<file path="config.mk">
export PLATFORM = sky130hd
export DESIGN_NAME = hex_lattice_neighbor_index
export DESIGN_NICKNAME = d
export VERILOG_FILES = /design/src/sv/hexnb_pkg.sv /design/src/sv/hex_lattice_neighbor_index.sv
export SDC_FILE = /design/constraint.sdc
export NUM_CORES = 1
export LEC_CHECK = 0
export ABC_AREA = 1
export BUFFER_PORTS_ARGS = -buffer_cell sky130_fd_sc_hd__clkbuf_2
export CORE_UTILIZATION = 60
export DETAILED_ROUTE_END_ITERATION = 8
export PLACE_DENSITY = 0.76
export SYNTH_ARGS = -nofsm -noshare
export SYNTH_HDL_FRONTEND = slang
export SYNTH_SLANG_ARGS = --single-unit
</file>
<file path="constraint.sdc">
create_clock -name clk -period 8.8 [get_ports clk]
set_input_delay 1.76 -clock clk [delete_from_list [all_inputs] [get_ports clk]]
set_output_delay 1.76 -clock clk [all_outputs]
set_load 0.01 [all_outputs]
</file>
<file path="src/sv/hexnb_pkg.sv">
// Shared constants and types for the hex lattice neighbor indexer.
// No dependencies; used by hex_lattice_neighbor_index.

package hexnb_pkg;

    // Field widths
    localparam int COORD_W  = 10;   // cell column / row
    localparam int CFG_W    = 11;   // width / height registers
    localparam int SIDE_W   = 12;   // effective side, up to 2048
    localparam int AXIS_W   = 11;   // wrapped neighbor column / row
    localparam int IDX_W    = 20;   // linear neighbor index
    localparam int DIR_W    = 3;
    localparam int DIR_N    = 6;    // left, right, lower-l, lower-r, upper-l, upper-r
    localparam int ROW_N    = 3;    // rows r-1, r, r+1
    localparam int PROD_W   = AXIS_W + SIDE_W;

    localparam int MAX_SIDE_DEFAULT = 1024;

    // Configuration bus
    localparam int PADDR_W  = 4;
    localparam int PDATA_W  = 32;

    typedef enum logic [1:0] {
        REG_GRID_WIDTH  = 2'd0,
        REG_GRID_HEIGHT = 2'd1,
        REG_WRAP_COLS   = 2'd2,
        REG_WRAP_ROWS   = 2'd3
    } cfg_reg_t;

    // Row selection per direction
    localparam logic [1:0] ROW_ABOVE = 2'd0;   // r-1
    localparam logic [1:0] ROW_SAME  = 2'd1;   // r
    localparam logic [1:0] ROW_BELOW = 2'd2;   // r+1

endpackage

</file>
<file path="src/sv/hex_lattice_neighbor_index.sv">
// Path: a request accepted at the input passes through the stage 1, stage 2 and
// stage 3 registers and then the result buffer before its first result is driven.
// Throughput: one result per cycle while m_tready is high; a query gives 1 to 6
// results (6 for an interior cell) and holds the result channel until its last result is taken. A new
// request can be taken every cycle while the 3-stage pipe has room.
// Reset: width and height 2, no wrapping, pipeline and result buffer empty.
//
// Hex lattice neighbor indexer (offset rows, odd rows shifted right).
// Depends on hexnb_pkg.

module hex_lattice_neighbor_index #(
    parameter int MAX_SIDE = hexnb_pkg::MAX_SIDE_DEFAULT
) (
    input  logic                           clk,
    input  logic                           rst_n,

    // Query stream
    input  logic                           s_tvalid,
    output logic                           s_tready,
    input  logic [23:0]                    s_tdata,   // [9:0] cell_column, [19:10] cell_row
    // Result stream
    output logic                           m_tvalid,
    input  logic                           m_tready,
    output logic [31:0]                    m_tdata,   // [19:0] neighbor_index,
                                                      // [22:20] direction,
                                                      // [25:23] neighbor_total
    output logic                           m_tlast,
    output logic [0:0]                     m_tuser,   // [0] bad_cell

    // Configuration port
    input  logic                           psel,
    input  logic                           penable,
    input  logic                           pwrite,
    input  logic [hexnb_pkg::PADDR_W-1:0]  paddr,
    input  logic [hexnb_pkg::PDATA_W-1:0]  pwdata,
    output logic [hexnb_pkg::PDATA_W-1:0]  prdata,
    output logic                           pready
);

    localparam int CW  = hexnb_pkg::COORD_W;
    localparam int FW  = hexnb_pkg::CFG_W;
    localparam int SW  = hexnb_pkg::SIDE_W;
    localparam int AW  = hexnb_pkg::AXIS_W;
    localparam int IW  = hexnb_pkg::IDX_W;
    localparam int DW  = hexnb_pkg::DIR_W;
    localparam int DN  = hexnb_pkg::DIR_N;
    localparam int RN  = hexnb_pkg::ROW_N;
    localparam int PW  = hexnb_pkg::PROD_W;
    localparam logic [16:0] MaxSide = 17'(MAX_SIDE);

    localparam int ROW_ABOVE_I = int'(hexnb_pkg::ROW_ABOVE);
    localparam int ROW_SAME_I  = int'(hexnb_pkg::ROW_SAME);
    localparam int ROW_BELOW_I = int'(hexnb_pkg::ROW_BELOW);

    // ------------------------------------------------------------------
    // Configuration registers
    // ------------------------------------------------------------------
    logic [FW-1:0] grid_width_reg, grid_width_next;
    logic [FW-1:0] grid_height_reg, grid_height_next;
    logic          wrap_cols_reg, wrap_cols_next;
    logic          wrap_rows_reg, wrap_rows_next;
    logic          cfg_write;
    hexnb_pkg::cfg_reg_t cfg_sel;

    assign pready    = 1'b1;
    assign cfg_write = psel && penable && pwrite && pready;
    assign cfg_sel   = hexnb_pkg::cfg_reg_t'(paddr[3:2]);

    always_comb
    begin
        grid_width_next  = grid_width_reg;
        grid_height_next = grid_height_reg;
        wrap_cols_next   = wrap_cols_reg;
        wrap_rows_next   = wrap_rows_reg;
        if (cfg_write)
        begin
            case (cfg_sel)
                hexnb_pkg::REG_GRID_WIDTH:  grid_width_next  = pwdata[FW-1:0];
                hexnb_pkg::REG_GRID_HEIGHT: grid_height_next = pwdata[FW-1:0];
                hexnb_pkg::REG_WRAP_COLS:   wrap_cols_next   = pwdata[0];
                hexnb_pkg::REG_WRAP_ROWS:   wrap_rows_next   = pwdata[0];
                default: ;
            endcase
        end
    end

    // Register read-back
    always_comb
    begin
        case (cfg_sel)
            hexnb_pkg::REG_GRID_WIDTH:  prdata = 32'(grid_width_reg);
            hexnb_pkg::REG_GRID_HEIGHT: prdata = 32'(grid_height_reg);
            hexnb_pkg::REG_WRAP_COLS:   prdata = 32'(wrap_cols_reg);
            hexnb_pkg::REG_WRAP_ROWS:   prdata = 32'(wrap_rows_reg);
            default:                    prdata = '0;
        endcase
    end

    // Effective sides: round up to even, clamp to MAX_SIDE
    function automatic logic [SW-1:0] eff_side(input logic [FW-1:0] v);
        logic [SW-1:0] e;
        e = SW'(v) + SW'(v[0]);
        if (17'(e) > MaxSide)
            e = MaxSide[SW-1:0];
        return e;
    endfunction

    logic [SW-1:0] w_eff, h_eff;
    assign w_eff = eff_side(grid_width_reg);
    assign h_eff = eff_side(grid_height_reg);

    // ------------------------------------------------------------------
    // Pipeline flow control
    // ------------------------------------------------------------------
    logic s1_valid_reg, s1_valid_next;
    logic s2_valid_reg, s2_valid_next;
    logic s3_valid_reg, s3_valid_next;
    logic s1_ready, s2_ready, s3_ready;
    logic in_fire, out_fire, out_last;

    // ------------------------------------------------------------------
    // Stage 1: bounds check, wrapped neighbor columns and rows, mask
    // ------------------------------------------------------------------
    logic [CW-1:0] in_col, in_row;
    logic [AW-1:0] c_ext, r_ext, c_p1, r_p1;
    logic [SW-1:0] w_m1, h_m1;
    logic [AW-1:0] col_m, col_p, row_m, row_p;
    logic          v_cm, v_cp, v_rm, v_rp, odd, bad;

    logic          s1_bad_reg, s1_bad_next;
    logic [DN-1:0] s1_mask_reg, s1_mask_next;
    logic [AW-1:0] s1_col_reg [DN];
    logic [AW-1:0] s1_col_next [DN];
    logic [AW-1:0] s1_row_reg [RN];
    logic [AW-1:0] s1_row_next [RN];

    assign in_col = s_tdata[CW-1:0];
    assign in_row = s_tdata[2*CW-1:CW];

    always_comb
    begin
        c_ext = AW'(in_col);
        r_ext = AW'(in_row);
        c_p1  = c_ext + AW'(1);
        r_p1  = r_ext + AW'(1);
        w_m1  = w_eff - SW'(1);
        h_m1  = h_eff - SW'(1);
        bad   = (SW'(in_col) >= w_eff) || (SW'(in_row) >= h_eff);
        odd   = in_row[0];

        // Horizontal neighbors with wrap
        col_m = (in_col == '0) ? w_m1[AW-1:0] : c_ext - AW'(1);
        col_p = (SW'(c_p1) == w_eff) ? '0 : c_p1;
        v_cm  = (in_col != '0) || wrap_cols_reg;
        v_cp  = (SW'(c_p1) != w_eff) || wrap_cols_reg;

        // Vertical neighbors with wrap
        row_m = (in_row == '0) ? h_m1[AW-1:0] : r_ext - AW'(1);
        row_p = (SW'(r_p1) == h_eff) ? '0 : r_p1;
        v_rm  = (in_row != '0) || wrap_rows_reg;
        v_rp  = (SW'(r_p1) != h_eff) || wrap_rows_reg;

        s1_col_next[0] = col_m;
        s1_col_next[1] = col_p;
        s1_col_next[2] = odd ? c_ext : col_m;
        s1_col_next[3] = odd ? col_p : c_ext;
        s1_col_next[4] = odd ? c_ext : col_m;
        s1_col_next[5] = odd ? col_p : c_ext;
        s1_row_next[ROW_ABOVE_I] = row_m;
        s1_row_next[ROW_SAME_I]  = r_ext;
        s1_row_next[ROW_BELOW_I] = row_p;

        s1_mask_next[0] = v_cm;
        s1_mask_next[1] = v_cp;
        s1_mask_next[2] = v_rm && (odd || v_cm);
        s1_mask_next[3] = v_rm && (!odd || v_cp);
        s1_mask_next[4] = v_rp && (odd || v_cm);
        s1_mask_next[5] = v_rp && (!odd || v_cp);
        s1_bad_next     = bad;

        // Outside the grid: one result, index zero
        if (bad)
        begin
            s1_mask_next = DN'(1);
            for (int i = 0; i < DN; i++)
                s1_col_next[i] = '0;
            for (int i = 0; i < RN; i++)
                s1_row_next[i] = '0;
        end
    end

    // ------------------------------------------------------------------
    // Stage 2: row base products, neighbor count
    // ------------------------------------------------------------------
    logic          s2_bad_reg;
    logic [DN-1:0] s2_mask_reg;
    logic [DW-1:0] s2_total_reg, s2_total_next;
    logic [AW-1:0] s2_col_reg [DN];
    logic [IW-1:0] s2_prod_reg [RN];
    logic [IW-1:0] s2_prod_next [RN];
    logic [PW-1:0] prod_full [RN];

    always_comb
    begin
        for (int k = 0; k < RN; k++)
        begin
            prod_full[k]    = PW'(s1_row_reg[k]) * PW'(w_eff);
            s2_prod_next[k] = prod_full[k][IW-1:0];
        end
        s2_total_next = '0;
        for (int i = 0; i < DN; i++)
            s2_total_next = s2_total_next + DW'(s1_mask_reg[i]);
        if (s1_bad_reg)
            s2_total_next = '0;
    end

    // ------------------------------------------------------------------
    // Stage 3: add columns to row bases
    // ------------------------------------------------------------------
    logic          s3_bad_reg;
    logic [DN-1:0] s3_mask_reg;
    logic [DW-1:0] s3_total_reg;
    logic [IW-1:0] s3_idx_reg [DN];
    logic [IW-1:0] s3_idx_next [DN];

    always_comb
    begin
        s3_idx_next[0] = s2_prod_reg[ROW_SAME_I]  + IW'(s2_col_reg[0]);
        s3_idx_next[1] = s2_prod_reg[ROW_SAME_I]  + IW'(s2_col_reg[1]);
        s3_idx_next[2] = s2_prod_reg[ROW_ABOVE_I] + IW'(s2_col_reg[2]);
        s3_idx_next[3] = s2_prod_reg[ROW_ABOVE_I] + IW'(s2_col_reg[3]);
        s3_idx_next[4] = s2_prod_reg[ROW_BELOW_I] + IW'(s2_col_reg[4]);
        s3_idx_next[5] = s2_prod_reg[ROW_BELOW_I] + IW'(s2_col_reg[5]);
    end

    // ------------------------------------------------------------------
    // Result buffer: emits the set mask bits, lowest direction first
    // ------------------------------------------------------------------
    logic [DN-1:0] ser_mask_reg, ser_mask_next;
    logic          ser_bad_reg;
    logic [DW-1:0] ser_total_reg;
    logic [IW-1:0] ser_idx_reg [DN];
    logic [DW-1:0] out_dir;
    logic          ser_free, ser_load;

    always_comb
    begin
        out_dir = '0;
        for (int d = DN - 1; d >= 0; d--)
            if (ser_mask_reg[d])
                out_dir = DW'(d);
    end

    assign m_tvalid = (ser_mask_reg != '0);
    assign out_last = ((ser_mask_reg & (ser_mask_reg - DN'(1))) == '0);
    assign out_fire = m_tvalid && m_tready;
    assign m_tlast  = out_last;
    assign m_tuser  = ser_bad_reg;
    assign m_tdata  = {6'd0, ser_total_reg, out_dir, ser_idx_reg[out_dir]};

    assign ser_free = !m_tvalid || (out_fire && out_last);
    assign ser_load = s3_valid_reg && ser_free;

    // Ready chain back through the stages
    assign s3_ready = ser_free;
    assign s2_ready = !s3_valid_reg || s3_ready;
    assign s1_ready = !s2_valid_reg || s2_ready;
    assign s_tready = !s1_valid_reg || s1_ready;
    assign in_fire  = s_tvalid && s_tready;

    always_comb
    begin
        s1_valid_next = s_tready ? s_tvalid : s1_valid_reg;
        s2_valid_next = s1_ready ? s1_valid_reg : s2_valid_reg;
        s3_valid_next = s2_ready ? s2_valid_reg : s3_valid_reg;
        ser_mask_next = ser_mask_reg;
        if (ser_load)
            ser_mask_next = s3_mask_reg;
        else if (out_fire)
            ser_mask_next = ser_mask_reg & (ser_mask_reg - DN'(1));
    end

    // Control state
    always_ff @(posedge clk or negedge rst_n)
    begin
        if (!rst_n)
        begin
            grid_width_reg  <= FW'(2);
            grid_height_reg <= FW'(2);
            wrap_cols_reg   <= 1'b0;
            wrap_rows_reg   <= 1'b0;
            s1_valid_reg    <= 1'b0;
            s2_valid_reg    <= 1'b0;
            s3_valid_reg    <= 1'b0;
            ser_mask_reg    <= '0;
        end
        else
        begin
            grid_width_reg  <= grid_width_next;
            grid_height_reg <= grid_height_next;
            wrap_cols_reg   <= wrap_cols_next;
            wrap_rows_reg   <= wrap_rows_next;
            s1_valid_reg    <= s1_valid_next;
            s2_valid_reg    <= s2_valid_next;
            s3_valid_reg    <= s3_valid_next;
            ser_mask_reg    <= ser_mask_next;
        end
    end

    // Payload, moves with its valid bit
    always_ff @(posedge clk)
    begin
        if (in_fire)
        begin
            s1_bad_reg  <= s1_bad_next;
            s1_mask_reg <= s1_mask_next;
            s1_col_reg  <= s1_col_next;
            s1_row_reg  <= s1_row_next;
        end
        if (s1_ready && s1_valid_reg)
        begin
            s2_bad_reg   <= s1_bad_reg;
            s2_mask_reg  <= s1_mask_reg;
            s2_total_reg <= s2_total_next;
            s2_col_reg   <= s1_col_reg;
            s2_prod_reg  <= s2_prod_next;
        end
        if (s2_ready && s2_valid_reg)
        begin
            s3_bad_reg   <= s2_bad_reg;
            s3_mask_reg  <= s2_mask_reg;
            s3_total_reg <= s2_total_reg;
            s3_idx_reg   <= s3_idx_next;
        end
        if (ser_load)
        begin
            ser_bad_reg   <= s3_bad_reg;
            ser_total_reg <= s3_total_reg;
            ser_idx_reg   <= s3_idx_reg;
        end
    end

endmodule

</file>
==> results.py <==
metrics = {
    "worst_hold_path": {
        "hold_depth": 0,
        "hp-class": "flop to flop",
    },
    "synth": {
        "synth-seq-cells": 477,
        "synth_area_um2": 32800,
        "ys_top_cells_by_count": "nand2_1 (594), inv_1 (561), edfxtp_1 (444)",
        "synth_ff_type": "edfxtp_1",
        "synth_warnings": 0,
        "ys_types": 55,
        "synth_top_area_share_pct": 40.65,
        "syn_area_per_cell_um2": 9.893,
        "ys_seq_area_share_pct": 43.18,
        "synth_most_common_cell": "nand2_1",
        "synth_area_leaders": "edfxtp_1 (41%), fa_1 (14%), ha_1 (8.9%)",
        "syn_inst": 3315,
        "yosysTopAreaCell": "edfxtp_1",
        "synth_edf_count": 444,
        "ys_async_sr_fraction_pct": 6.918,
    },
    "critical_path": {
        "slowest_delay_ns": 0.57,
        "cp.required_ns": 9.19,
        "arrival_ns": 7.94,
        "critical_path.slowest_cell": "inv_1",
        "cp-end-kind": "flop",
        "critPathKind": "flop to flop",
        "cp-start-kind": "flop",
        "ff2ff_setup_slack_ns": 1.25,
        "ff2ff_path_depth": 32,
        "crit_path_frequent_cell": "inv_1",
        "worstPathMaxFanout": 19,
    },
    "timing": {
        "hold_viol_final": 0,
        "tns_ns": 0,
        "slew_viol_final": 0,
        "finalCriticalPeriod_ns": 7.551,
        "fmax_ghz": 0.1324,
        "setup_viol": 0,
        "tightest_slew_ns": 1.157,
        "rsz0062_at_grt": "false",
        "fin_skew_ns": 0.02702,
        "relSlewSlack_pct": 22.02,
        "fin_crit_sh_pct": 85.80,
    },
    "clock_tree": {
        "cts_setup_buffers": 0,
        "ctsHoldBuffers": 0,
        "h-tree-depth": 2,
        "clockRootBuffer": "clkbuf_16",
        "cts_made_buffers": 49,
        "cts_buffer_depth": 3,
        "clk_latency_ns": 0.61,
        "cts_resized": 0,
        "cts_sinks": 477,
        "cts_tree": "yes",
        "clkTransAtPathRegs_ns": 0.06,
    },
    "floorplan": {
        "die_area_um2": 55600,
        "die_x_um": 235.8,
        "die_h_um": 235.8,
        "std_cell_rows": 85,
        "core_um2": 53920,
        "start_util_pct": 60.82,
        "ios": 136,
    },
    "power": {
        "p_sw_mw": 6.328,
        "clockPowerShare_pct": 14.6,
        "combPwrFrac_pct": 57.1,
        "internal_power_mw": 7.557,
        "p_per_area_nw_per_um2": 390.9,
        "p_leak_nw": 15.92,
        "peakVddDrop_mv": 0.2636,
        "seq_power_share_pct": 28.4,
        "swShare_pct": 45.57,
    },
    "finish": {
        "drive_above_1_share_pct": 6.456,
        "synthToLayoutAreaGrowth_pct": 8.302,
        "fillers": 4172,
        "final_area_um2": 35520,
        "nets": 3950,
    },
    "grt": {
        "grt_pass1_vias": 23570,
        "grt_util_all_layers_pct": 28.44,
        "grt_max_degree": 84,
        "antenna_found_initial": 1,
        "gr-total-overflow": 0,
        "grt_pass1_wl_um": 123200,
    },
    "place": {
        "gp_congestion": 0.9678,
        "dp_hpwl_um": 58370,
        "dpl-instance-area_um2": 33950,
        "io_buffer_count": 80,
    },
    "detailed_routing": {
        "drc": 0,
        "antenna_left": 0,
        "via_per_inst": 5.495,
        "vias": 22810,
        "first_pass_iters": 6,
        "totalWireLength_um": 76800,
        "avgRoutedWirePerCell_um": 18.50,
        "drt_iter0_markers": 1844,
    },
    "run_status": {
        "status": "completed",
    },
    "flow_run": {
        "max-cap-violations": 0,
    },
}
## per-layer routing
layer	GRT usage (%)	part of all wire, %	up-vias
met5	0	0	-
met4	10.60	3.3	0
met3	3.066	5.7	153
met2	48.74	49	728
met1	37.55	42	11130
li1	-	-	10800
## power by group through the flow
stage	clock (mW)	combinational [mW]	sequential (mW)
final	2.03	7.92	3.94
after global routing	2.15	8.95	3.98
after CTS	2.07	7.90	3.93
after detailed placement	0	7.80	3.98
after global placement	0	7.58	3.95
after floorplan	0	5.67	3.87
## critical path, delay by kind of cell, from the launching register on
| kind | cells | cell delay [ns] |
|---|---|---|
| XOR/XNOR | 1 | 0.28 |
| buffers and inverters | 8 | 1.39 |
| adder cells (fa/ha/maj) | 7 | 2.98 |
| AO/OA/AOI/OAI | 3 | 0.62 |
| AND/OR/NAND/NOR | 13 | 1.48 |
| flip-flops | 1 | 0.56 |
## logic make-up (layout without fill, tap and decap cells)
family	count (synthesis)	count (layout)	share of synthesized area [%]
AND/OR/NAND/NOR	1183	1183	15.03
buffers and inverters	683	772	8.206
flip-flops	477	477	43.18
adder cells (fa/ha/maj)	468	468	23.23
AO/OA/AOI/OAI	321	321	5.475
XOR/XNOR	181	181	4.857
other	2	53	0.02290
## layout by cell type (no fill, tap or decap), drive strengths merged, types with 6 or more instances in the layout
| cell | count |
|---|---|
| a21o | 14 |
| a21oi | 133 |
| a311oi | 9 |
| a31oi | 12 |
| buf | 23 |
| clkbuf | 138 |
| clkinv | 36 |
| conb | 52 |
| dfrtp | 31 |
| edfxtp | 444 |
| fa | 235 |
| ha | 233 |
| inv | 568 |
| nand2 | 606 |
| nand3 | 125 |
| nand3b | 8 |
| nand4 | 27 |
| nor2 | 368 |
| nor3 | 26 |
| nor3b | 9 |
| nor4 | 6 |
| o21ai | 115 |
| o21bai | 6 |
| o22ai | 12 |
| xnor2 | 45 |
| xor2 | 136 |
## metrics by stage
step	instances	worst slack, ns	hold WS [ns]	total power, mW	utilization, %
6_report	4151	1.249	0.4085	13.89	65.87
5_1_grt	4151	0.8320	0.4128	15.08	65.87
4_1_cts	4150	1.341	0.4126	13.90	65.87
3_5_place_dp	4060	1.361	0.4045	11.78	62.95
3_3_place_gp	4060	1.484	0.4018	11.53	62.95
2_1_floorplan	3365	1.096	0.4003	9.533	-
## path summary, 6_finish.rpt
| path | from | endpoint |
|---|---|---|
| setup / recovery | grid_width_reg[1] | s2_prod_reg[59] |
| min in group asynchronous | rst_n | wrap_rows_reg |
| setup reg to reg | grid_width_reg[1] | s2_prod_reg[59] |
| hold reg to reg | s3_total_reg[2] | ser_total_reg[2] |
| max in group asynchronous | rst_n | ser_mask_reg[3] |
| hold / removal | s3_total_reg[2] | ser_total_reg[2] |
## final cells by class
cell class                 instances  area (um2)  area share [%]
antenna                            1       2.502        0.007045
clock buffer                      58        1260           3.547
clock inverter                    32       311.5          0.8771
inverter                         579        2180           6.136
multi-input combinational       2205       16160           45.50
sequential                       477       14160           39.87
tap                              696       870.8           2.452
timing repair buffer             103       573.1           1.613
(Power assumes the default switching activity.)
